[config.mk]
export PLATFORM = sky130hd
export DESIGN_NAME = itda_ctrl
export DESIGN_NICKNAME = d
export VERILOG_FILES = /design/src/rtl/core/itda_pkg.sv /design/src/rtl/core/itda_ctrl.sv
export SDC_FILE = /design/constraint.sdc
export NUM_CORES = 1
export LEC_CHECK = 0
export BUFFER_PORTS_ARGS = -buffer_cell sky130_fd_sc_hd__buf_2
export CAP_MARGIN = 0
export CORE_AREA = 2 2 39 41
export DETAILED_ROUTE_END_ITERATION = 12
export DIE_AREA = 0 0 41 43
export PLACE_DENSITY_LB_ADDON = 0.25
export REMOVE_ABC_BUFFERS = 1
export SLEW_MARGIN = 20
export SYNTH_ARGS = -nofsm -noshare
export SYNTH_HDL_FRONTEND = slang
export SYNTH_SLANG_ARGS = --single-unit
[constraint.sdc]
create_clock -name clk_i -period 2.6 [get_ports clk_i]
set_input_delay 0.26 -clock clk_i [delete_from_list [all_inputs] [get_ports clk_i]]
set_output_delay 0.26 -clock clk_i [all_outputs]
set_load 0.05 [all_outputs]
[src/rtl/core/itda_pkg.sv]
// ----------------------------------------------------------------------------
// itda_pkg
// Types and constants for the integer to decimal ASCII unit.
// ----------------------------------------------------------------------------
`timescale 1ns / 1ps

package itda_pkg;

  localparam int unsigned CHUNK_W    = 16;
  localparam int unsigned CFG_IDX_W  = 1;
  localparam int unsigned CFG_DATA_W = 2;

  // Configuration register indexes
  localparam logic [CFG_IDX_W-1:0] REG_WIDTH_CODE = 1'b0;
  localparam logic [CFG_IDX_W-1:0] REG_IS_SIGNED  = 1'b1;

  // Operand width codes
  localparam logic [1:0] WIDTH_8  = 2'd0;
  localparam logic [1:0] WIDTH_16 = 2'd1;
  localparam logic [1:0] WIDTH_32 = 2'd2;
  localparam logic [1:0] WIDTH_64 = 2'd3;

  localparam logic [1:0] WIDTH_RESET  = WIDTH_32;
  localparam logic       SIGNED_RESET = 1'b1;

  localparam logic [7:0]  CH_ZERO    = 8'h30;
  localparam logic [7:0]  CH_MINUS   = 8'h2D;
  localparam logic [7:0]  CH_NONE    = 8'h00;
  localparam logic [4:0]  MAX_DIGITS = 5'd20;
  // ceil(2^23 / 10): exact quotient by ten for any 20-bit dividend
  localparam logic [19:0] RECIP_TEN  = 20'd838861;

  typedef struct packed {
    logic [63:0] value;
    logic [7:0]  capacity;
  } in_item_t;

  typedef struct packed {
    logic [7:0] char_code;
    logic       char_valid;
    logic [4:0] needed_length;
    logic       last;
  } out_item_t;

  typedef struct packed {
    logic load;
    logic div_step;
    logic start_emit;
    logic advance;
  } ctrl_cmd_t;

  typedef struct packed {
    logic chunk_last;
    logic conv_done;
    logic last_beat;
  } dp_status_t;

  typedef enum logic [1:0] {
    S_IDLE,
    S_DIV,
    S_SIZE,
    S_EMIT
  } state_e;

endpackage

[src/rtl/core/itda_ctrl.sv]
// ----------------------------------------------------------------------------
// itda_ctrl
// Sequencer: takes an item, runs the divide passes, sizes the text and emits.
// ----------------------------------------------------------------------------
`timescale 1ns / 1ps

module itda_ctrl (
  input  logic                   clk_i,
  input  logic                   rst_ni,
  input  logic                   in_valid_i,
  output logic                   in_stall_o,
  output logic                   out_valid_o,
  input  logic                   out_stall_i,
  input  itda_pkg::dp_status_t   status_i,
  output itda_pkg::ctrl_cmd_t    cmd_o
);
  import itda_pkg::*;

  state_e state_q, state_d;

  always_ff @(posedge clk_i or negedge rst_ni) begin
    if (!rst_ni) begin
      state_q <= S_IDLE;
    end else begin
      state_q <= state_d;
    end
  end

  always_comb begin
    state_d     = state_q;
    cmd_o       = '0;
    in_stall_o  = 1'b1;
    out_valid_o = 1'b0;
    case (state_q)
      S_IDLE: begin
        in_stall_o = 1'b0;
        if (in_valid_i) begin
          cmd_o.load = 1'b1;
          state_d    = S_DIV;
        end
      end
      S_DIV: begin
        cmd_o.div_step = 1'b1;
        if (status_i.chunk_last && status_i.conv_done) begin
          state_d = S_SIZE;
        end
      end
      S_SIZE: begin
        cmd_o.start_emit = 1'b1;
        state_d          = S_EMIT;
      end
      S_EMIT: begin
        out_valid_o = 1'b1;
        if (!out_stall_i) begin
          if (status_i.last_beat) begin
            state_d = S_IDLE;
          end else begin
            cmd_o.advance = 1'b1;
          end
        end
      end
      default: begin
        state_d = S_IDLE;
      end
    endcase
  end

endmodule

==> flow_summary.toml <==
[status]
outcome = "finished clean"

[drt]
wl_per_cell_um = 7.76
vias_per_cell = 3.73
drt-initial-drc-count = 2
dr.pass1.iters = 4
ant_nets = 0
drt-total-wl_um = 396
dr_total_vias = 190
drc_errors = 0

[sta]
worst_pin_slew_ns = 0.456
setup_viol = 0
min_period_ns = 1.68
post-route-period-util = 0.645
fin_skew_ns = 0.00581
setup_tns_ns = 0
hold_viol_final = 0
holdWs_ns = 0.354
max_freq_ghz = 0.596
rsz0062_at_grt = "no"
max-slew-margin-rel = 0.696
report.final.slew_viol_count = 0

[cts]
htree_levels = 1
clockRootBuffer = "clkbuf_4"
clk_path_buf_depth = 2
cts_setup_buffers = 0
clkLatencyLatePin_ns = 0.22
cts_resized = 0
cts_tree = "yes"
cts_sinks = 2
clk_pin_slew_ns = 0.03
holdBufCountCts = 1
cts_inserted_buffers = 3

[final_layout]
syn_to_final_growth_pct = 61.2
diodes = 0
register_area_um2 = 50.0
top_register = "state_q"
fillers = 151
layout.cells.non_filler = 51
layout.nets = 49
drive_gt1_frac = 0.429
multi_input_area_um2 = 119
reg.largest.list = "state_q: 2 flops"
largest_reg_flops = 2

[global_routing]
grtUsageTotal = 0.0552
grt_use_met1 = 0.0611
grtUsageMet2 = 0.0563
gr-total-overflow = 0
top_usage_layer = "met1"
grt_pass1_vias = 154
met3_usage = 0.0471
antenna_found_initial = 0
grt_max_degree = 5
grt_pass1_wl_um = 572

[critical_path]
crit_slowest_cell = "a222oi_1"
worst-endpoint-arrival_ns = 1.77
critPathBufInv = 1
path_delay_family = "compound AO/OA/AOI/OAI gates"
critPathLaunchType = "flop"
required_ns = 2.69
cp_slowest_stage_delay_ns = 0.48
crit_type = "reg2reg"
end_kind = "flop"
crit_chain = "inv_1 -> ha_1 -> a222oi_1 -> mux2_1"
reg2regPathDepth = 4
cp_max_fo = 4
critical_path_depth = 4

[yosys]
ys_types = 10
avgSynthCellArea_um2 = 9.68
synth-edff-count = 0
async_flop_share = 1.00
synth.top_cell.area_share = 0.340
synth_common_cells = "ha_1 (5), inv_1 (4), dfrtp_1 (2), nor2_1 (2)"
yosys-top-cells-area = "ha_1 (34%), dfrtp_1 (27%), inv_1 (8.2%)"
ys.flop_type = "dfrtp_1"
synth_top_area_cell = "ha_1"
synth_seq_cells = 2
synth.most_common_cell = "ha_1"
ys_warn_count = 0
syn_inst = 19
ys_seq_area_frac = 0.272
syn_area_um2 = 184

[place]
globalplace.congestion = 0.679
port_buffers = 12
dp_cells = 47
dp_hpwl_um = 327

[die]
design.die.area_mm2 = 0.00176
die_h_um = 43
io_pins = 13
core-area_mm2 = 0.00138
fp.dieW_um = 41
rows = 14
initial_core_util = 0.133

[worst_hold_path]
hold_path_class = "in2async"

[flow_run]
maxCapViolCount = 0
path summary, 6_finish.rpt:
path,from,to,slack [ns]
min in group clk_i,status_i[1],state_q[0],0.48
hold reg to reg,state_q[1],state_q[1],0.56
hold / removal,rst_ni,state_q[0],0.35
max in group asynchronous,rst_ni,state_q[1],2.14
setup / recovery,state_q[0],state_q[1],0.92
setup reg to reg,state_q[0],state_q[1],0.92
per-stage QoR:
stage,worst slack (ns),area (µm²),utilization
after floorplan,0.260,184,-
after global placement,0.961,264,0.191
after detailed placement,0.912,264,0.191
after CTS,0.901,297,0.214
after global routing,0.821,297,0.214
final,0.922,297,0.214
placed cells by master (no fill, tap or decap):
master         instances
nand2b_1               1
dfrtp_1                2
dlygate4sd3_1          1
mux2_1                 1
nand2_1                1
mux2i_1                1
inv_1                  4
nor2_1                 2
clkbuf_4               3
buf_2                 12
ha_1                   5
nor3b_1                1
a222oi_1               1
cells by family (layout without fill, tap and decap cells):
group / after synthesis / in the layout / synth area share
compound gates: 1 / 1 / 0.0544
simple gates: 5 / 5 / 0.136
mux: 2 / 2 / 0.116
buf+inv: 4 / 20 / 0.0816
flops: 2 / 2 / 0.272
fa+ha+maj: 5 / 5 / 0.340
cell type report:
cell class	instances	area share
Multi-Input combinational cell	13	0.401
Tap cell	16	0.0675
Inverter	4	0.0506
Timing Repair Buffer	13	0.236
Clock buffer	3	0.0759
Sequential cell	2	0.169
metal layers:
metal,vias to the layer above,wire (µm),share of wire
li1,95,-,-
met1,82,200,0.51
met2,13,137,0.35
met3,0,58,0.15
met4,0,0,0
met5,-,0,0
Power is not shown: default switching activity piles up to over one toggle a cycle in this logic, so the estimate is an artifact.
